--- config.mk ---
export PLATFORM = sky130hd
export DESIGN_NAME = bti_div
export DESIGN_NICKNAME = d
export VERILOG_FILES = /design/src/sv/bti_div.sv
export SDC_FILE = /design/constraint.sdc
export NUM_CORES = 1
export LEC_CHECK = 0
export BUFFER_PORTS_ARGS = -buffer_cell sky130_fd_sc_hd__clkbuf_2
export CORE_MARGIN = 5
export CORE_UTILIZATION = 45
export CTS_CLUSTER_SIZE = 20
export DETAILED_ROUTE_END_ITERATION = 12
export GPL_TIMING_DRIVEN = 0
export PLACE_DENSITY = 0.66
export SETUP_SLACK_MARGIN = 0.5
export SLEW_MARGIN = 25
export SYNTH_ARGS = -nofsm -noshare
export SYNTH_HDL_FRONTEND = slang
export SYNTH_SLANG_ARGS = --single-unit
--- constraint.sdc ---
create_clock -name clk -period 8.05 [get_ports clk]
set_clock_uncertainty 0.1 [all_clocks]
set_input_delay 1.2075 -clock clk [delete_from_list [all_inputs] [get_ports clk]]
set_output_delay 1.2075 -clock clk [all_outputs]
set_load 0.02 [all_outputs]
--- src/sv/bti_div.sv ---
`timescale 1ns / 1ps
// ----------------------------------------------------------------------------
// bti_div: radix-2 restoring divider for the axis weight
// Computes floor(dividend * 2^32 / divisor) for dividend < divisor, one
// quotient bit per cycle.
// ----------------------------------------------------------------------------
module bti_div (
  input  logic        clk,
  input  logic        rst_n,
  input  logic        start,
  input  logic [31:0] dividend,
  input  logic [31:0] divisor,
  output logic        done,
  output logic [31:0] quot
);

  logic [32:0] rem_r;
  logic [31:0] quot_r;
  logic [31:0] dvs_r;
  logic [4:0]  cnt_r;
  logic        busy_r;
  logic        done_r;
  logic [32:0] rem_sh;
  logic        ge;

  assign rem_sh = {rem_r[31:0], 1'b0};
  assign ge     = rem_sh >= {1'b0, dvs_r};

  always_ff @(posedge clk) begin
    if (!rst_n) begin
      busy_r <= 1'b0;
      done_r <= 1'b0;
    end else begin
      done_r <= 1'b0;
      if (start) begin
        busy_r <= 1'b1;
      end else if (busy_r && cnt_r == 5'd31) begin
        busy_r <= 1'b0;
        done_r <= 1'b1;
      end
    end
  end

  always_ff @(posedge clk) begin
    if (start) begin
      rem_r  <= {1'b0, dividend};
      dvs_r  <= divisor;
      quot_r <= '0;
      cnt_r  <= '0;
    end else if (busy_r) begin
      rem_r  <= ge ? rem_sh - {1'b0, dvs_r} : rem_sh;
      quot_r <= {quot_r[30:0], ge};
      cnt_r  <= cnt_r + 5'd1;
    end
  end

  assign done = done_r;
  assign quot = quot_r;

endmodule

# Word level (Yosys, flattened, before mapping)
# Index checks and enable logic that the tools add are counted.
[word_totals]
register_bits = 103
in_bits = 67
out_inout_bits = 33
[classes]
addsub = 2
order_cmp = 1
eq_ne = 1
mux = 6
n_bitwise = 1
reduce_logical = 4
[op_table]
columns = ["cell", "n"]
rows = [
  ["two-way mux 32 bit", 3],
  ["greater-or-equal comparator 33 x 32 -> 1 bit", 1],
  ["subtractor 32 bit", 1],
  ["adder 5 x 1 -> 5 bit, second input constant", 1],
  ["== test 5 bit, second input constant", 1],
  ["nonzero test 2 bit", 2],
  ["two-way mux 1 bit", 3],
  ["OR reduction 2 bit", 1],
  ["logical AND 1 bit", 1],
  ["NOT 1 bit", 1],
]

# Depth between registers and ports, before layout
[depth]
ltp_word = 4
depth_mapped = 12
depth_no_buf = 10

# Least setup slack after synthesis
# OpenSTA, ideal clock, no wires.
[synth_path]
path_kind = "register to register"
start = "register rem_r[11]"
end = "register rem_r[29] (data pin)"
setup_time_ns = 0.259
arrival_ns = 2.535
required_time_ns = 7.691
setup_slack_ns = 5.156
path_stages_with_launch = 11
path_buffers = 1
period_less_slack_ns = 2.894
cell_sequence = "edfxtp_1 > ha_1 > and3_4 > a31o_2 > or3_1 > o211ai_2 > a31o_4 > a21o_4 > buf_4 > nor3_1 > a211o_1"
[synth_between]
elab_chain_cells = 4
word_cells_on_any_way = 5
[synth_rtl]
columns = ["element", "line", "text"]
rows = [
  ["start, declared", "17", "logic [32:0] rem_r;"],
  ["start signal, assigned", "46", "rem_r <= {1'b0, dividend};"],
  ["start signal, assigned", "51", "rem_r <= ge ? rem_sh - {1'b0, dvs_r} : rem_sh;"],
  ["subtractor 32 bit or greater-or-equal comparator 33 x 32 -> 1 bit (tied branches)", "51, 27", ""],
  ["two-way mux 32 bit *", "51", ""],
  ["two-way mux 32 bit *", "50", "end else if (busy_r) begin"],
  ["two-way mux 32 bit *", "45", "if (start) begin"],
]
# Mark *: on every way between the ends. The rest lies on a longest branch, timed or not. The select of a mux whose other input is x is not followed.
# A chain may end at the register's enable or synchronous reset.

# Final worst setup path
[layout_path]
start = "input start"
end = "register rem_r[15] (enable)"
[layout_between]
elab_chain_cells = 1
[layout_rtl]
columns = ["element", "line", "text"]
rows = [
  ["start, declared", "10", "input logic start,"],
  ["nonzero test 2 bit (no source line)", "n/a", ""],
]
# No other way between the ends.

==> metrics.cfg <==
[setup_path]
setup.worst_path.class = in2reg
crit-reg2reg-launch = rem_r[3]
critPathRequiredTime_ns = 7.94
critical_path.endpoint_type = flop
reg2reg_to = rem_r[28]
crit_path_start = start
timing.critical_path.from_type = input pin
critPathMaxFanout = 37
critical_path_cell_list = buf_2, clkbuf_1, clkbuf_1, or2_2
worstSetupEndpoint = rem_r[15]
worst_path_largest_cell_delay_ns = 0.80
worst_ep_arrival_time_ns = 3.72
setup.reg_to_reg.worst_slack_ns = 4.67
worst_r2r_path_depth = 10
path_common_cell = clkbuf_1
cp_slowest_cell = or2_2

[timing]
fmax_mhz = 260.6
rsz0062_at_grt = false
finalSetupTns_ns = 0
hold_violation_count_in_the_final_report = 0
drv_slew = 0
min_period_over_period_pct = 47.67
final-setup-viol-count = 0
timing.slew.headroom_pct = 37.00
worst_slew_pin_slew_ns = 0.9450
period_needed_ns = 3.837

[clock_tree]
cts_tree = yes
numCtsBuffers = 9
clk-insertion-delay-late_ns = 0.36
cts-root-to-sink-buffers = 2
post_cts_resized = 0
clk_pin_slew_ns = 0.07
cts.hold.buffers_added = 0
clock-root-buffer = clkbuf_16
clock_sinks = 103
cts_setup_buffers = 0
clock_tree.htree_level_count = 3

[run]
drv.max_cap_violation_count = 0

[grt]
antenna_found_initial = 0
grt_start_max_net_pins = 38
grt_pass1_wl_mm = 24.04
number_of_global_route_vias_before_repair = 4809
grt_usage_pct = 19.00
grt.overflow.total = 0

[synth]
synth_nets = 688
synth.yosys.warnings = 0
synth_cells = 586
ys_seq_elements = 103
synth.yosys.seq_area_share_pct = 45.92
synth-edff-count = 64
avgSynthCellArea_sq_um = 10.04
ys_dominant_reg_cell = edfxtp_1
syn_area_sq_um = 5886
async_reset_ff_share_pct = 0
synth.distinct_cells = 68

[layout]
layout_commonest_cell = clkbuf_2
num-nets-final = 798
layout-area-overhead-vs-synth_pct = 16.96
diodes = 0
final_layout_size_suffix_gt1_share_pct = 19.97
most-common-layout-cells = clkbuf_2 (98), edfxtp_1 (64), nor2_1 (52)

[pwr]
static-leakage-power_uw = 0.003108
power.density_nw_per_um2 = 289.1
power.ir.vdd_worst_mv = 0.1777
power.switching_uw = 755.1
p_int_uw = 1235
p_sw_share_pct = 37.94
clock_power_share_pct = 22.2
share_seq_of_total_power_pct = 34.9
pwr-share-comb_pct = 43.0
power.total_uw = 1991

[routing]
viasPerCell = 5.433
detailed_route_wire_length_mm = 14.57
via_count = 4743
ant_nets = 0
firstDrtPassIters = 4
routedWlPerCell_um = 16.69
drt_iter0_markers = 306
post-route-drc-count = 0

[floorplan]
design.die.area_sq_um = 15470
die_x_um = 124.4
chipHeight_um = 124.4
num_io_pins = 100
core-area_sq_um = 12720
floorplan.initialDensity_pct = 46.26
rows = 41

[place]
finalWeightedCongestion = 0.9020
io_buffer_count = 99
post_dp_hpwl_mm = 10.66

[hold_path]
class_of_the_tightest_hold_or_removal_check = reg2reg

[status]
run_status = finished, final reports clean

registers in the layout, summed over array words and instances (netlist names):
name	flops
cnt_r	5
dvs_r	32
busy_r	1
done	1
quot	32
rem_r	32
power by group through the flow:
stage | combinational, uW | sequential [uW] | clock (uW)
finish | 855 | 694 | 441
global route | 946 | 701 | 470
CTS | 848 | 694 | 450
detailed placement | 844 | 704 | 0
global placement | 825 | 703 | 0
floorplan | 651 | 694 | 0
stage by stage:
stage	util (%)	setup slack (ns)	instances	cell area, sq um	hold WS [ns]
floorplan	-	5.156	586	5886	0.3675
global placement	51.85	3.847	857	6596	0.3781
detailed placement	51.85	3.749	857	6596	0.3953
CTS	54.11	4.164	873	6884	0.4144
global route	54.11	4.065	873	6884	0.4299
finish	54.11	4.213	873	6884	0.4140
worst min-delay path by stage:
stage / startpoint / to / slack [ns] / cells after the start
final: quot[31] / quot[31] / 0.41 / 2
after global routing: quot[31] / quot[31] / 0.43 / 2
after CTS: cnt_r[4] / cnt_r[4] / 0.41 / 2
after detailed placement: cnt_r[4] / cnt_r[4] / 0.40 / 2
after global placement: quot[31] / quot[31] / 0.38 / 2
after floorplan: cnt_r[4] / cnt_r[4] / 0.37 / 2
kinds of logic after synthesis:
family          after synthesis  synth area share (%)
simple gates                177                 14.63
mux                          50                 8.525
compound gates              137                 16.09
fa+ha+maj                    35                 7.568
flops                       103                 45.92
xor+xnor                     20                 2.976
buf+inv                      64                 4.294
per-layer routing:
metal | GRT usage [%] | part of all wire, %
met1 | 24.13 | 46
met2 | 31.04 | 45
met5 | 0 | 0
met3 | 6.175 | 7.1
met4 | 5.416 | 1.8
layout make-up:
class / instances / area [sq um]
well taps: 172 / 215.2
multi-input cells: 419 / 2930
clock buffers: 10 / 229.0
inverters: 41 / 153.9
repair buffers: 99 / 495.5
plain buffers: 23 / 98.84
flip-flops and latches: 103 / 2703
fillers: 1213 / 5838
clock inverters: 6 / 58.81
synth_stat cells (all sizes together) (3+ instances only):
cell type / instances / share of area (%)
edfxtp: 64 / 33
nor2: 54 / 3.5
mux2i: 49 / 8.3
nand2: 49 / 3.2
inv: 41 / 2.6
dfxtp: 39 / 13
ha: 34 / 7.2
a21oi: 32 / 2.8
o21ai: 30 / 2.6
a21o: 21 / 2.8
nand3: 18 / 1.5
clkbuf: 14 / 0.89
xor2: 13 / 1.9
nor3: 10 / 0.85
and3: 9 / 1.0
buf: 9 / 0.79
xnor2: 7 / 1.0
a21boi: 6 / 0.77
a31oi: 6 / 0.64
o211ai: 6 / 0.85
nand2b: 5 / 0.53
nand4: 5 / 0.53
o21bai: 5 / 0.64
or3: 5 / 0.53
a211oi: 4 / 0.60
a2bb2oi: 4 / 0.60
nor2b: 4 / 0.43
a2111oi: 3 / 0.45
and4: 3 / 0.49
nor4: 3 / 0.32
o21a: 3 / 0.38
o31ai: 3 / 0.38
or3b: 3 / 0.45
or4: 3 / 0.45
worst max-delay path, delay by kind of cell:
family                 cells  cell delay, ns
buffers and inverters      3            1.66
and+or+nand+nor            1            0.80
No activity file was read; power rests on OpenSTA's default activity.
