--- config.mk ---
export PLATFORM = sky130hd
export DESIGN_NAME = bti_blend
export DESIGN_NICKNAME = d
export VERILOG_FILES = /design/src/sv/bti_pkg.sv /design/src/sv/bti_blend.sv
export SDC_FILE = /design/constraint.sdc
export NUM_CORES = 2
export LEC_CHECK = 0
export ABC_AREA = 1
export BUFFER_PORTS_ARGS = -buffer_cell sky130_fd_sc_hd__buf_2
export CAP_MARGIN = 15
export CORE_MARGIN = 4
export CORE_UTILIZATION = 55
export DETAILED_ROUTE_END_ITERATION = 12
export GPL_TIMING_DRIVEN = 0
export PLACE_DENSITY = 0.86
export SLEW_MARGIN = 10
export SYNTH_ARGS = -nofsm -noshare
export SYNTH_HDL_FRONTEND = slang
export SYNTH_SLANG_ARGS = --single-unit
--- constraint.sdc ---
create_clock -name clk -period 12.7 [get_ports clk]
set_input_delay 3.81 -clock clk [delete_from_list [all_inputs] [get_ports clk]]
set_output_delay 3.81 -clock clk [all_outputs]
set_load 0.01 [all_outputs]
--- src/sv/bti_pkg.sv ---
`timescale 1ns / 1ps
// ----------------------------------------------------------------------------
// bti_pkg: shared types and constants of the bilinear table interpolator
// Holds the request codes, the sequencer states and the default sizes.
// ----------------------------------------------------------------------------
package bti_pkg;

  localparam int MACH_POINTS_DEF = 8;
  localparam int ALT_POINTS_DEF  = 8;
  localparam int NUM_TABLES_DEF  = 16;

  localparam int TABLE_W = 4;
  localparam int VALUE_W = 32;
  localparam int FUNC_W  = 2;
  localparam int INDEX_W = 6;

  // Request codes carried in the func field.
  typedef enum logic [FUNC_W-1:0] {
    FN_MACH_BP = 2'd0,
    FN_ALT_BP  = 2'd1,
    FN_TABLE   = 2'd2,
    FN_LOOKUP  = 2'd3
  } func_t;

  typedef enum logic [3:0] {
    ST_IDLE,
    ST_SRD,
    ST_SCHK,
    ST_WT,
    ST_WDEC,
    ST_WDIV,
    ST_RD0,
    ST_RD1,
    ST_RD2,
    ST_RD3,
    ST_CAP,
    ST_BLO,
    ST_BHI,
    ST_BALT0,
    ST_BALT,
    ST_EMIT
  } state_t;

  typedef logic signed [VALUE_W-1:0] value_t;
  // Unsigned Q0.32 weight; the top bit set means exactly one.
  typedef logic [VALUE_W:0] weight_t;

endpackage

--- src/sv/bti_blend.sv ---
`timescale 1ns / 1ps
// ----------------------------------------------------------------------------
// bti_blend: weighted blend of two Q16.16 values
// Registers |b - a| * w, then adds the rounded step to a and saturates.
// ----------------------------------------------------------------------------
module bti_blend (
  input  logic              clk,
  input  logic              load,
  input  bti_pkg::value_t   a,
  input  bti_pkg::value_t   b,
  input  bti_pkg::weight_t  w,
  output bti_pkg::value_t   y
);

  logic signed [32:0] diff;
  logic [32:0]        mag_full;
  logic               neg;

  bti_pkg::value_t a_r;
  logic            neg_r;
  logic            one_r;
  logic [31:0]     mag_r;
  logic [63:0]     prod_r;

  logic [63:0] rnd;
  logic [31:0] step;
  logic [33:0] sum;

  assign diff     = {b[31], b} - {a[31], a};
  assign neg      = diff[32];
  assign mag_full = neg ? 33'(-diff) : 33'(diff);

  always_ff @(posedge clk) begin
    if (load) begin
      a_r    <= a;
      neg_r  <= neg;
      one_r  <= w[32];
      mag_r  <= mag_full[31:0];
      prod_r <= 64'(mag_full[31:0]) * 64'(w[31:0]);
    end
  end

  // Round to nearest with ties away from zero on the magnitude.
  assign rnd  = prod_r + 64'h0000_0000_8000_0000;
  assign step = one_r ? mag_r : rnd[63:32];
  assign sum  = neg_r ? {{2{a_r[31]}}, a_r} - {2'b00, step}
                      : {{2{a_r[31]}}, a_r} + {2'b00, step};

  always_comb begin
    if (sum[33:31] == 3'b000 || sum[33:31] == 3'b111) begin
      y = sum[31:0];
    end else if (sum[33]) begin
      y = 32'sh8000_0000;
    end else begin
      y = 32'sh7fff_ffff;
    end
  end

endmodule

* After elaboration in Yosys (flattened, before gate mapping)
Index checks and enable logic that the tools add are counted.
** Word-level totals
- Bits of input ports :: 99
- Bits in latches :: 0
- Register bits after elaboration :: 130
- Memories kept :: 0
- Output and inout bits :: 32
- ROM bits :: 0
- Memory bits (writable) :: 0
** Cells by class
- Add/sub/neg operators :: 5
- Equality and inequality tests :: 1
- Shift-type cells :: 0
- Reduce and logical (&&, ||, !) cells :: 2
- Magnitude comparators :: 0
- Mux-type cells :: 5
- Multiply operators :: 1
- Div/mod/pow operators :: 0
- Bitwise gates (word level) :: 0
** Operators with widths (count)
- $mux W32 :: 4
- $add A64 B32 Y64 const B :: 1
- $mul A32 B32 Y64 :: 1
- $add A32 B33 Y34 :: 1
- $mux W34 :: 1
- $sub A32 B33 Y34 :: 1
- $sub A32 B32 Y33 :: 1
- $neg A32 Y32 :: 1
- $eq A3 B3 Y1 const B :: 1
- $logic_not A3 Y1 :: 1
- $logic_or A1 B1 Y1 :: 1

* Logic depth before layout (Yosys ltp)
- Depth after elaboration :: 7
- Gate-level depth with buffers :: 52
- Depth with buffers taken out :: 51

* Worst setup path before layout
OpenSTA, ideal clock, no wires.
- Path kind :: in2reg
- From :: input b[0]
- To :: register prod_r[52] (data pin)
- Setup time :: 252 ps
- Setup slack :: 436 ps
- Stages :: 48
- Data arrival time :: 12012 ps
- Cells stage by stage :: inv_1 ha_1 fa_1 inv_1 nand2_1 nand2_1 and2_1 xor2_1 inv_1 nand3_1 nor2_1 nand2_2 nor2_4 nand2_2 nor3_4 nor2_1 a21oi_2 or2_1 [... 12 more ...] fa_1 inv_1 fa_1 inv_1 fa_1 inv_1 ha_1 nand2_1 nor2_1 inv_1 nor3_1 a31oi_1 o21ai_0 a21oi_1 o21ai_0 nand2_1 nand3_1 nand2_1
** Between the ends
- Longest elaborated chain between the ends :: 4
** RTL lines
- start: declaration :: line bti_blend.sv:10 : input bti_pkg::value_t b,
- $sub A32 B32 Y33 * :: line bti_blend.sv:29 : assign diff = {b[31], b} - {a[31], a};
- $neg A32 Y32 :: line bti_blend.sv:31 : assign mag_full = neg ? 33'(-diff) : 33'(diff);
- $mux W32 * :: line bti_blend.sv:31
- $mul A32 B32 Y64 * :: line bti_blend.sv:39 : prod_r <= 64'(mag_full[31:0]) * 64'(w[31:0]);
- end signal: assignment :: line bti_blend.sv:39
- end: declaration :: line bti_blend.sv:23 : logic [63:0] prod_r;
Every way passes the cells marked *; elsewhere a longest branch is shown, timed or not.
A chain may end at the register's enable or synchronous reset.

* Final worst setup path
- From :: input a[5]
- To :: register prod_r[62] (data pin)
** Between the ends
- Longest elaborated chain between the ends :: 4
** RTL lines
- start: declaration :: line bti_blend.sv:9 : input bti_pkg::value_t a,
- $sub A32 B32 Y33 * :: line bti_blend.sv:29
- $neg A32 Y32 :: line bti_blend.sv:31
- $mux W32 * :: line bti_blend.sv:31
- $mul A32 B32 Y64 * :: line bti_blend.sv:39
Marked as above.

==> impl.org <==
** Finish
- Growth of design area from synthesis to finish :: 17.7%
- Area of combinational cells with multiple inputs :: 37,700 sq um
- Number of filler cells placed in the layout :: 6,727
- Net count reported at finish :: 7,230
- Registers take 2970 sq um.
- Share of final-layout standard cells stronger than drive strength 1 :: 18.7%

** Synth
- The synthesized design contains 99 enable-type register cells.
- The number of nets in the synthesized netlist is 6,913.
- For this run, the number of Yosys warnings is 0.
- Async SR Flop Fraction :: 0%
- Avg Cell Area, Syn :: 7.80 sq um
- In the post-synthesis netlist, the biggest area contributors are fa_1 41%, inv_1 11%, nand2_1 10%, ha_1 9.4%, edfxtp_1 6.8%.
- Of the post-synthesis cell area, the dominant cell type holds 41.2%.
- Synthesized cell area :: 43,600 sq um
- Primary flip-flop cell chosen by synthesis mapping :: edfxtp_1
- Sequential cells were found to cover 6.82% of the synthesized design area.
- Post-synthesis cell type count :: 64
- In the synthesized netlist, the number of instances is 5,589.
- Post-synth top area cell :: fa_1
- Flops & latches, synth :: 99

** Timing
- Clock period minus worst slack :: 12,690 ps
- The tightest hold path in the finished design has a slack of 3600 ps.
- Setup violations, final :: 0
- Final clock period utilization by the worst path :: 100%
- Actual transition at the worst max-transition pin :: 1270 ps
- The hold violation total from the final report is 0.
- Headroom to the max-slew limit :: 15.5%
- Pins over their slew limit :: 0
- Setup repair after global routing missed its margin :: yes
- Highest achievable clock rate :: 0.0788 GHz

** Clocking
- Clock root buffer :: clkbuf_16
- After clock tree synthesis, the clock-pin slew on the worst setup and hold paths is 90 ps.
- Htree depth :: 3
- TritonCTS built the clock tree.
- Sinks on the clock net :: 99
- Number of buffers inserted for hold repair after clock tree synthesis :: 0
- CTS max path bufs :: 2
- In this run, CTS created clock tree buffers numbering 9.

** Routing
- Routed wire length :: 184 mm
- In the routed layout, each cell is associated on average with a via count of 5.85.
- After the first detailed-routing iteration, the DRC count stood at 4,624.
- The first detailed-routing pass took 8 iterations.
- Average wire per standard cell :: 26.5 um
- DRT antenna net count :: 0
- Remaining design rule violation count :: 0
- Via count :: 40,700

** Hold path
- Worst Hold Class :: in2reg

** GRT
- The first global-routing pass estimated 263 mm of wire.
- Entering global routing, the biggest net connects 67 pins.
- Gr usage total :: 43.7%
- Global routing finished with a remaining overflow of 0.
- Vias in the first global route :: 40,400
- The initial antenna violation count came to 11.

** Floorplanning
- The initial utilization of the core area, before any placement, comes to 55.9%.
- Floorplan core area :: 78,000 sq um
- Number of placement rows :: 102
- The die covers 83,800 sq um.
- Measured along the y axis, the die boundary spans 290 um.
- The die is 290 um wide.
- Number of placed I/O pins :: 131

** Setup path
- The slowest stage of the critical path belongs to the cell fa_2.
- Of all nets on the critical path, the largest fanout is 6.
- Largest stage delay on the critical path :: 620 ps
- Worst setup path category :: in2reg
- STA puts the critical path data arrival time at 12,830 ps.
- Data on the critical path is required at its endpoint by 12,840 ps.
- Launching element type of the critical path :: primary input
- Crit path from :: a[5]
- In this run the worst setup path terminates at prod_r[62].
- STA classifies the critical path endpoint as a flip-flop.

** Place
- Routability congestion estimate from global placement :: 1.08
- Port buffering added 119 buffers.
- After legalization and detailed placement, the total HPWL measured 150 mm.

** Run
- MaxCap Viol Count :: 0

** Run status
- The flow ran to the end, and the final reports show no timing, DRC or antenna violations.
==> state kept, by name (all words and copies together), names as in the netlist <==
register and cells:
prod_r 33, a_r 32, neg_r 1, mag_r 32, one_r 1
==> stage by stage <==
step,utilization (%),setup TNS [ps],cell area (sq um),worst slack (ps),std cells
floorplan,-,0,43600,436,5589
global placement,58.3,-56680,45500,-2210,6748
detailed placement,58.4,-56500,45600,-2290,6752
CTS,62.2,0,48500,0.560,6860
global route,65.7,-3460,51300,-227,6953
finish,65.8,0,51300,5.83,6963
==> cell usage in the layout, fill, tap and decap left out, drive strengths merged, types with 2 or more instances in the layout <==
cell type,synthesis,final
inv,1308,1307
nand2,1234,1234
fa,897,897
nor2,706,706
buf,89,393
ha,328,328
a21oi,224,224
o21ai,125,125
clkbuf,111,122
nand3,116,116
edfxtp,99,99
xor2,80,80
xnor2,56,56
nor3,43,43
nand4,37,37
o21a,28,28
a31oi,18,18
o21bai,15,15
diode,0,12
or2,12,12
clkinv,5,12
a21boi,10,10
a21o,6,6
nor4,6,6
nand3b,5,5
and3,4,4
o31ai,4,4
a211oi,4,4
a221oi,4,4
o211ai,3,3
and2,2,2
a31o,2,2
o221ai,2,2
==> worst min-delay path by stage <==
stage          startpoint      to  cells past startpoint
2_1_floorplan        a[0]  a_r[0]                      0
3_3_place_gp        w[32]   one_r                      1
3_5_place_dp        w[32]   one_r                      1
4_1_cts             w[32]   one_r                      1
5_1_grt             w[32]   one_r                      1
6_report            w[32]   one_r                      1
==> Yosys cell counts, types with 6 or more instances <==
| library cell | number |
|---|---|
| a21boi_0 | 8 |
| a21o_1 | 6 |
| a21oi_1 | 216 |
| a31oi_1 | 18 |
| buf_2 | 61 |
| buf_4 | 12 |
| buf_6 | 10 |
| clkbuf_1 | 109 |
| edfxtp_1 | 99 |
| fa_1 | 897 |
| ha_1 | 328 |
| inv_1 | 1283 |
| inv_2 | 24 |
| nand2_1 | 1213 |
| nand2_2 | 19 |
| nand3_1 | 114 |
| nand4_1 | 36 |
| nor2_1 | 649 |
| nor2_2 | 45 |
| nor2_4 | 12 |
| nor3_1 | 38 |
| nor4_1 | 6 |
| o21a_1 | 28 |
| o21ai_0 | 113 |
| o21ai_1 | 8 |
| o21bai_1 | 15 |
| or2_2 | 9 |
| xnor2_1 | 55 |
| xor2_1 | 76 |
==> layer usage <==
| metal | share of wire, % | up-vias | GRT usage (%) |
|---|---|---|---|
| met2 | 42 | 2754 | 63.7 |
| met1 | 38 | 20100 | 59.3 |
| met4 | 7.7 | 10 | 24.4 |
| met3 | 13 | 626 | 11.9 |
| met5 | 0.095 | - | 1.05 |
| li1 | - | 17200 | - |
==> cells by family after synthesis <==
family | after synthesis | synth area share (%)
AO/OA/AOI/OAI | 450 | 5.98
buffers and inverters | 1513 | 13.5
flip-flops | 99 | 6.82
AND/OR/NAND/NOR | 2166 | 20.2
adder cells (fa/ha/maj) | 1225 | 50.6
XOR/XNOR | 136 | 2.82
==> timing repair <==
action | CTS | global route
pin swaps | 107 | 236
gates resized for setup | 488 | 527
gates cloned | 0 | 2
buffers inserted | 95 | 90
endpoints found under the setup margin | 33 | 33
==> worst max-delay path: cells and delay by family <==
| family | cells | cell delay, ps |
|---|---|---|
| and+or+nand+nor | 15 | 1500 |
| AOI/OAI and AO/OA | 8 | 1260 |
| buffers and inverters | 13 | 1220 |
| xor gates and xnor gates | 1 | 260 |
| adders and majority gates | 10 | 4710 |
==> layout make-up <==
cell class | count | area share, %
tap | 1040 | 2.54
buffer | 194 | 2.97
timing repair buffer | 312 | 4.69
clock inverter | 7 | 0.159
multi-input combinational | 3977 | 73.5
antenna | 12 | 0.0585
clock buffer | 9 | 0.439
sequential | 99 | 5.80
inverter | 1313 | 9.86
Power is left out: the tool's default activity adds up to more than one toggle a clock period on the data nets, which glitch-free logic cannot reach.
