==> src/sv/bti_mem.sv <==
`timescale 1ns / 1ps
// ----------------------------------------------------------------------------
// bti_mem: simple dual-port synchronous RAM
// One write port, one read port with a registered read.
// ----------------------------------------------------------------------------
module bti_mem #(
  parameter int Depth = 8,
  parameter int Width = 32,
  parameter int AW    = $clog2(Depth)
) (
  input  logic             clk,
  input  logic             we,
  input  logic [AW-1:0]    waddr,
  input  logic [Width-1:0] wdata,
  input  logic [AW-1:0]    raddr,
  output logic [Width-1:0] rdata
);

  logic [Width-1:0] mem [Depth];
  logic [Width-1:0] rdata_r;

  always_ff @(posedge clk) begin
    if (we) begin
      mem[waddr] <= wdata;
    end
    rdata_r <= mem[raddr];
  end

  assign rdata = rdata_r;

endmodule

==> config.mk <==
export PLATFORM = sky130hd
export DESIGN_NAME = bti_mem
export DESIGN_NICKNAME = d
export VERILOG_FILES = /design/src/sv/bti_mem.sv
export SDC_FILE = /design/constraint.sdc
export NUM_CORES = 1
export LEC_CHECK = 0
export ABC_AREA = 1
export BUFFER_PORTS_ARGS = -buffer_cell sky130_fd_sc_hd__buf_4
export CORE_MARGIN = 8
export CORE_UTILIZATION = 55
export CTS_BUF_LIST = sky130_fd_sc_hd__clkbuf_8
export CTS_CLUSTER_DIAMETER = 60
export DETAILED_ROUTE_END_ITERATION = 8
export PLACE_DENSITY = 0.84
export SYNTH_ARGS = -nofsm -noshare
export SYNTH_HDL_FRONTEND = slang
export SYNTH_SLANG_ARGS = --single-unit
==> constraint.sdc <==
create_clock -name clk -period 5.15 [get_ports clk]
set_input_delay 0.2575 -clock clk [delete_from_list [all_inputs] [get_ports clk]]
set_output_delay 0.2575 -clock clk [all_outputs]
set_load 0.02 [all_outputs]
; Word-level counts from Yosys, hierarchy flattened
; Memories as Yosys holds them, arrays and structs flattened. A register that Yosys moved wholly into a read port is not among the register bits.
; Cells that the tools add are included.
[totals]
register_bits = 0
ramBits = 256
out_inout_bits = 32
memories = 1
[mem_list]
columns = name, depth, word_bits, rd, rd_ports_with_merged_regs, write_ports, line
row1 = mem, 8, 32, 1, 1, 1, 19  ; logic [Width-1:0] mem [Depth];
[classes]
n_mux = 2
[ops]
columns = cell, count
row1 = 2-to-1 mux 1 bit, 2

; Longest topological paths before layout
; Gate-level depths: netlist of the first run.
[depth]
word_depth = 2
mapped_depth = 8
mapped_depth_nobuf = 6

; Worst setup path before layout of the first run
; Ideal clock, no wire load.
[synth_timing]
path_kind = input port to flip-flop
start = input waddr[0]
end = memory mem[0][0] (enable)
t_arrival_ps = 1754
path_slack_ps = 2975
path_stages = 3
n_path_buf = 0
cell_sequence = inv_1 -> nand2_1 -> nor2_1
[synth_rtl]
columns = item, line
row1 = from (decl), 13  ; input logic [AW-1:0] waddr,
row2 = to (decl), 19
; Straight into the memory's write port.

==> impl_metrics.py, run 1 <==
metrics = {
    "layout": {
        "fin_nets": 1309,
        "layout_common_cells": "nand2_1, inv_1, edfxtp_1, nand3_1, buf_4",
        "instances_no_fill": 1578,
        "area.growth.synth_to_final_pct": 15.86,
        "n_fill_cell": 1513,
        "drive_gt1_frac": 0.1160,
        "mostFrequentLayoutCell": "nand2_1",
    },
    "detailed_routing": {
        "wirelength_mm": 24.93,
        "ant_nets": 0,
        "drt-wirelength-per-cell_um": 15.80,
        "drt_iter0_markers": 560,
        "dr.pass1.iters": 7,
        "drc_errors": 0,
        "viasPerCell": 4.977,
        "vias": 7854,
    },
    "power": {
        "ir_worst_vdd_mv": 0.2784,
        "p_seq_frac": 0.554,
        "intPower_mw": 3.703,
        "power_density_nw_per_um2": 350.0,
        "swShare": 0.2309,
        "netSwitchingPower_mw": 1.112,
        "p_comb_frac": 0.080,
        "p_leak_nw": 6.417,
        "clkPwrFrac": 0.366,
    },
    "clock_network": {
        "cts_tree": "yes",
        "cts.sinks": 288,
        "root_buffer": "clkbuf_8",
        "clkSlewWorstSetupHoldPaths_ns": 0.06,
        "clk_latency_ns": 0.55,
        "cts_max_path_buffers": 3,
        "cts_made_buffers": 44,
        "cts_setup_buffers": 0,
        "h-tree-depth": 2,
    },
    "floorplanning": {
        "ios": 72,
        "dieWidth_um": 162.9,
        "num_rows": 53,
        "dieArea_um2": 26540,
        "core_area_um2": 21090,
        "start_util": 0.5630,
        "die_h_um": 162.9,
    },
    "logic_synthesis": {
        "yosysWarnings": 0,
        "synth_top_area_cell": "edfxtp_1",
        "syn_avg_cell_area_um2": 10.27,
        "synth_fp_nets": 1196,
        "ys_seq_area_frac": 0.7014,
        "synthDistinctLibCells": 12,
        "syn-cell-area_um2": 11870,
        "synth_top_cell_area_share": 0.6475,
        "ys_ff_latch": 288,
        "yosys-top-cells-area": "edfxtp_1, nand2_1, inv_1",
        "syn-instance-count": 1156,
    },
    "worst_setup_path": {
        "cp.required_ns": 5.62,
        "end_kind": "flop",
        "start_kind": "primary input",
        "path_max_fanout": 66,
        "path_class": "in -> reg",
        "arrival_ns": 3.02,
    },
    "hold_path": {
        "hp-class": "in -> reg",
    },
    "job": {
        "max_cap_viol_count": 0,
    },
    "sta": {
        "fin_crit_ns": 2.547,
        "layout_setup_ws_ns": 2.603,
        "fin_tns_setup_ns": 0,
        "drv_slew": 0,
        "max_slew_margin": 0.3765,
        "finClkSkew_ns": 0.02120,
        "fmax_mhz": 392.6,
        "fin_crit_sh": 0.4946,
        "rsz0062_at_grt": "false",
        "finalHoldViolations": 0,
        "setup_viol": 0,
        "tightest_slew_ns": 0.9353,
    },
    "place": {
        "gp_congestion": 0.7342,
        "hpwl_mm": 12.88,
        "port_buffers": 71,
        "place_ws_ns": 2.168,
        "placed_cells": 1466,
    },
    "run_status": {
        "outcome": "complete, no violations",
    },
    "global_routing": {
        "grt_max_degree": 67,
        "grt_util_all_layers": 0.1902,
        "grt_pass1_vias": 8020,
        "antenna_found_initial": 1,
        "grt_pass1_wl_mm": 39.73,
        "grt-ovfl-total": 0,
    },
}
worst paths after layout:
path	from	to	slack, ns	cells past startpoint
min	raddr[2]	rdata[2]$_DFF_P_	0.22	3
min reg2reg	mem[0][2]$_DFFE_PP_	rdata[2]$_DFF_P_	0.63	6
max	raddr[0]	rdata[25]$_DFF_P_	2.60	8
max reg2reg	mem[7][12]$_DFFE_PP_	rdata[12]$_DFF_P_	4.16	6
state kept, by name, summed over array words and instances, names as in the netlist:
register  flops
rdata        32
mem         256
synthesized netlist by cell type:
cell type,instances
nand2_1,422
inv_1,260
edfxtp_1,256
nand3_1,128
dfxtp_1,32
buf_2,20
buf_6,11
nor2_1,8
clkbuf_1,7
buf_1,5
buf_4,5
inv_2,2
stage by stage:
step	utilization	hold slack (ns)	power, mW	area [µm²]
4_1_cts	0.6522	0.1833	4.847	13750
3_5_place_dp	0.5972	0.4903	3.077	12590
5_1_grt	0.6523	0.2010	4.999	13760
3_3_place_gp	0.5972	0.4877	3.059	12590
6_report	0.6523	0.2151	4.815	13760
2_1_floorplan	-	0.3564	2.930	11870
cells by family (layout without fill, tap and decap cells):
group,after synthesis,after routing,share of synthesized area
simple gates,558,558,0.1899
other cells,0,1,0
buf+inv,310,456,0.1087
flops,288,288,0.7014
final cells by class:
cell class	instances	area [µm²]	share of cell area
Antenna cell	1	2.502	0.0001819
Clock buffer	53	729.5	0.05303
Clock inverter	26	108.9	0.007913
Inverter	262	984.7	0.07158
Multi-Input combinational cell	558	2315	0.1683
Sequential cell	288	8328	0.6054
Tap cell	275	344.1	0.02501
Timing Repair Buffer	115	943.4	0.06858
per-layer routing:
layer	global-route usage	share of wire	vias to the layer above
met5	0	0	-
met4	0.07715	0.024	0
met3	0.04221	0.091	64
met2	0.3187	0.49	349
met1	0.2359	0.39	3632
li1	-	-	3809
what timing repair did:
action | CTS | global route
hold buffers | 32 | 0
hold endpoints to repair | 256 | 0
resized for setup | 0 | 0
power groups by stage:
stage / clock (mW) / combinational, mW / sequential [mW]
2_1_floorplan: 0 / 0.188 / 2.74
6_report: 1.76 / 0.385 / 2.67
5_1_grt: 1.90 / 0.429 / 2.67
4_1_cts: 1.79 / 0.387 / 2.67
3_5_place_dp: 0 / 0.363 / 2.71
3_3_place_gp: 0 / 0.347 / 2.71
worst max-delay path, cell delays in order:
cell      delay, ns
buf_4          0.53
clkinv_2       0.93
buf_4          0.67
nand2_1        0.18
nand3_1        0.12
nand2_1        0.12
nand2_1        0.05
nand2_1        0.07
(Power assumes the default switching activity.)
==> run 2: changes to the inputs <==
clock period = 2.5 ns   (was 5.15 ns; I/O delays follow)
==> run 2 against run 1 <==
Compared with the run above: sequential power grew 110%; largest cell class unchanged; worst hold slack worse by 0.15 ns; sequential cell count unchanged; non-clock buffer count grew 6; register-to-register slack worse by 2.6 ns; via count grew 0.56%; critical endpoint is now rdata[6].
==> impl_metrics.py, run 2 (same netlist as run 1, synthesis figures left out) <==
metrics = {
    "run_status": {
        "outcome": "complete, no violations",
    },
    "detailed_routing": {
        "drc_errors": 0,
        "dr.pass1.iters": 4,
        "ant_nets": 0,
        "vias": 7898,
        "drt_iter0_markers": 595,
        "viasPerCell": 4.989,
        "drt-wirelength-per-cell_um": 15.93,
        "wirelength_mm": 25.21,
    },
    "worst_setup_path": {
        "arrival_ns": 1.08,
        "start_kind": "flop",
        "cp.required_ns": 2.38,
        "path_max_fanout": 1,
        "worst_path_largest_cell_delay_ns": 0.37,
        "path_class": "reg -> out",
        "cp_top_family": "flip-flops",
        "critPathBufInv": 1,
        "end_kind": "primary output",
        "cp_slowest_cell": "dfxtp_1",
        "crit_chain": "buf_4",
    },
    "layout": {
        "instances_no_fill": 1583,
        "regMostFlops": "mem",
        "fin_nets": 1316,
        "layout_common_cells": "nand2_1, inv_1, edfxtp_1, nand3_1, buf_4",
        "design_area_um2": 13790,
        "post-route-util": 0.6539,
        "area.growth.synth_to_final_pct": 16.13,
        "mostFrequentLayoutCell": "nand2_1",
        "largest_reg_flops": 256,
        "antenna-diode-count": 0,
        "drive_gt1_frac": 0.1162,
    },
    "global_routing": {
        "grt_pass1_vias": 8129,
        "antenna_found_initial": 0,
        "grt-ovfl-total": 0,
        "grt_max_degree": 129,
        "grt_util_all_layers": 0.1910,
        "grt_pass1_wl_mm": 40.09,
    },
    "floorplanning": {
        "die_h_um": 162.9,
        "dieWidth_um": 162.9,
        "core_area_um2": 21090,
        "dieArea_um2": 26540,
        "num_rows": 53,
        "start_util": 0.5630,
        "ios": 72,
    },
    "clock_network": {
        "root_buffer": "clkbuf_8",
        "cts_max_path_buffers": 3,
        "cts_hold_buffers": 32,
        "clk_latency_ns": 0.55,
        "cts.sinks": 288,
        "clkSlewWorstSetupHoldPaths_ns": 0.06,
        "h-tree-depth": 2,
        "cts_tree": "yes",
        "cts_made_buffers": 45,
        "cts.repair.resized": 0,
        "cts_setup_buffers": 0,
    },
    "sta": {
        "fmax_mhz": 831.5,
        "fin_tns_setup_ns": 0,
        "fin_crit_ns": 1.203,
        "tightest_slew_ns": 0.6546,
        "finClkSkew_ns": 0.02268,
        "fin_crit_sh": 0.4811,
        "layout_setup_ws_ns": 1.297,
        "setup_viol": 0,
        "max_slew_margin": 0.5630,
        "finalHoldViolations": 0,
        "whs_ns": 0.06347,
        "drv_slew": 0,
        "rsz0062_at_grt": "false",
    },
    "job": {
        "max_cap_viol_count": 0,
    },
    "place": {
        "gp_congestion": 0.7717,
        "place_ws_ns": 0.8167,
        "hpwl_mm": 14.68,
        "placed_cells": 1472,
        "dpl_cell_area_um2": 12680,
        "port_buffers": 71,
    },
    "hold_path": {
        "hp-class": "in -> reg",
    },
    "power": {
        "power_density_nw_per_um2": 710.6,
        "ir_worst_vdd_mv": 0.5169,
        "p_leak_nw": 6.442,
        "power_mw": 9.798,
    },
}
run 2: changes by cell type in the layout (fill, tap and decap cells not counted), sizes merged:
cell / previous run / this run
buf: 83 / 89
clkbuf: 53 / 48
inv: 279 / 282
clkinv: 7 / 8
clkinvlp: 2 / 3
diode: 1 / 0
run 2: power breakdown:
part / internal (mW) / switching [mW]
logic: 0.287 / 0.526
registers: 5.44 / 0.0562
clock network: 1.76 / 1.73
run 2: final timing paths:
check | startpoint | endpoint | slack, ns | cells after the start
worst max register to register | mem[0][12]$_DFFE_PP_ | rdata[12]$_DFF_P_ | 1.52 | 6
worst min-delay path | raddr[2] | rdata[4]$_DFF_P_ | 0.06 | 3
worst max-delay path | rdata[6]$_DFF_P_ | rdata[6] | 1.30 | 1
worst min register to register | mem[0][24]$_DFFE_PP_ | rdata[24]$_DFF_P_ | 0.63 | 6
run 2: layout make-up:
type	instances	area, µm²
Sequential cell	288	8328
Fill cell	1524	7300
Multi-Input combinational cell	558	2315
Timing Repair Buffer	121	1026
Inverter	262	984.7
Clock buffer	48	660.6
Tap cell	275	344.1
Clock inverter	31	130.1
run 2: worst register-to-register path, cell delays in order, from the launching register on:
cell      delay (ns)
edfxtp_1        0.37
inv_1           0.06
nand2_1         0.05
nand3_1         0.12
nand2_1         0.08
nand2_1         0.10
nand2_1         0.07
run 2: layer usage:
layer	share of wire	global-route usage	up-vias
li1	-	-	3825
met1	0.40	0.2311	3683
met2	0.50	0.3252	342
met3	0.084	0.04853	48
met4	0.020	0.07048	0
met5	0	0	-
==> run 3: changes to the inputs <==
PLACE_DENSITY = 0.87   (was 0.84)
clock period = 1 ns   (was 2.5 ns; I/O delays follow)
==> run 3 against run 2 <==
Compared with the run above: the run now ends with setup timing left; count of clock-buffer cells in the layout up 2; sequential power rose to 2.5 times the previous value; critical path depth unchanged; critical endpoint is now rdata[13].
==> impl_metrics.py, run 3 (same netlist as run 1, synthesis figures left out) <==
metrics = {
    "run_status": {
        "outcome": "finished, violations left",
        "violations": "setup timing",
    },
    "floorplanning": {
        "start_util": 0.5630,
        "ios": 72,
        "die_h_um": 162.9,
        "core_area_um2": 21090,
        "dieWidth_um": 162.9,
        "dieArea_um2": 26540,
        "num_rows": 53,
    },
    "worst_setup_path": {
        "crit_chain": "buf_6",
        "critPathBufInv": 1,
        "path_max_fanout": 1,
        "cp_slowest_cell": "dfxtp_2",
        "path_class": "reg -> out",
        "cp_top_family": "flip-flops",
        "r2r_slack_ns": 0.01,
        "worst_path_largest_cell_delay_ns": 0.35,
        "arrival_ns": 1.01,
        "cp.required_ns": 0.95,
        "end_kind": "primary output",
        "start_kind": "flop",
    },
    "power": {
        "netSwitchingPower_mw": 6.056,
        "swShare": 0.2374,
        "intPower_mw": 19.45,
        "power_density_nw_per_um2": 1740,
        "p_seq_frac": 0.540,
        "ir_worst_vdd_mv": 1.504,
        "p_leak_nw": 6.744,
        "power_mw": 25.51,
        "p_comb_frac": 0.095,
        "clkPwrFrac": 0.365,
    },
    "layout": {
        "regMostFlops": "mem",
        "drive_gt1_frac": 0.1688,
        "layout_common_cells": "nand2_1, inv_1, edfxtp_1, nand3_1, buf_4",
        "n_fill_cell": 1351,
        "area.growth.synth_to_final_pct": 23.48,
        "instances_no_fill": 1614,
        "largest_reg_flops": 256,
        "design_area_um2": 14660,
        "mostFrequentLayoutCell": "nand2_1",
        "antenna-diode-count": 0,
        "post-route-util": 0.6952,
        "fin_nets": 1344,
    },
    "place": {
        "hpwl_mm": 16.28,
        "port_buffers": 71,
        "gp_congestion": 0.7573,
        "placed_cells": 1500,
        "dpl_cell_area_um2": 13320,
    },
    "sta": {
        "tightest_slew_ns": 0.3682,
        "fin_tns_setup_ns": -1.025,
        "drv_slew": 0,
        "fmax_mhz": 945.0,
        "max_slew_margin": 0.7545,
        "layout_setup_ws_ns": -0.05820,
        "setup_viol": 32,
        "finClkSkew_ns": 0.01734,
        "finalHoldViolations": 0,
        "fin_crit_ns": 1.058,
        "fin_crit_sh": 1.058,
        "rsz0062_at_grt": "true",
    },
    "detailed_routing": {
        "viasPerCell": 5.123,
        "vias": 8269,
        "drc_errors": 0,
        "drt-wirelength-per-cell_um": 17.16,
        "wirelength_mm": 27.70,
        "drt_iter0_markers": 754,
        "dr.pass1.iters": 6,
        "ant_nets": 0,
    },
    "global_routing": {
        "grt-ovfl-total": 0,
        "grt_util_all_layers": 0.2114,
        "grt_pass1_wl_mm": 44.03,
        "antenna_found_initial": 0,
        "grt_pass1_vias": 8886,
        "grt_max_degree": 65,
    },
    "job": {
        "max_cap_viol_count": 0,
    },
    "clock_network": {
        "cts_max_path_buffers": 3,
        "root_buffer": "clkbuf_8",
        "h-tree-depth": 2,
        "cts_made_buffers": 44,
        "cts.sinks": 288,
        "clk_latency_ns": 0.55,
        "cts_tree": "yes",
        "clkSlewWorstSetupHoldPaths_ns": 0.06,
    },
    "hold_path": {
        "hp-class": "in -> reg",
    },
}
==> run 3: area by class of cell <==
type,count,area [µm²],area share
Timing Repair Buffer,150,1679,0.1145
Multi-Input combinational cell,558,2390,0.1630
Inverter,262,1033,0.07050
Sequential cell,288,8368,0.5708
Tap cell,275,344.1,0.02347
Clock inverter,31,157.7,0.01075
Clock buffer,50,688.2,0.04694
==> run 3: worst paths after layout <==
check / start / endpoint / depth (start not counted)
max: rdata[13]$_DFF_P_ / rdata[13] / 1
min: raddr[0] / rdata[4]$_DFF_P_ / 7
max reg2reg: mem[0][6]$_DFFE_PP_ / rdata[6]$_DFF_P_ / 6
min reg2reg: mem[4][19]$_DFFE_PP_ / rdata[19]$_DFF_P_ / 6
==> run 3: per-layer routing <==
layer / vias to the layer above / wire [µm] / track usage
met5: - / 0 / 0
met4: 0 / 576 / 0.08924
met3: 60 / 2222 / 0.04297
met2: 424 / 14460 / 0.3767
met1: 3895 / 10440 / 0.2438
li1: 3890 / - / -
==> run 3: power groups by stage <==
stage | clock network, mW | registers (mW) | logic [mW]
detailed placement | 0 | 14.0 | 2.20
floorplan | 0 | 14.1 | 1.03
global route | 9.85 | 13.8 | 2.63
global placement | 0 | 14.0 | 2.10
finish | 9.30 | 13.8 | 2.43
CTS | 9.36 | 13.8 | 2.42
==> run 3: metrics by stage <==
| stage | setup WS [ns] | hold WS [ns] |
|---|---|---|
| floorplan | -0.06450 | 0.1489 |
| global placement | -0.06393 | 0.2841 |
| detailed placement | -0.09120 | 0.2893 |
| CTS | -0.08140 | 0.1067 |
| global route | -0.08731 | 0.1250 |
| finish | -0.05820 | 0.1293 |
==> run 3: timing repair <==
action	in CTS	in global routing
buffers inserted	0	0
hold endpoints to repair	286	0
hold buffers	33	0
gates resized for setup	64	2
pin swaps	0	0
setup endpoints to repair	32	33
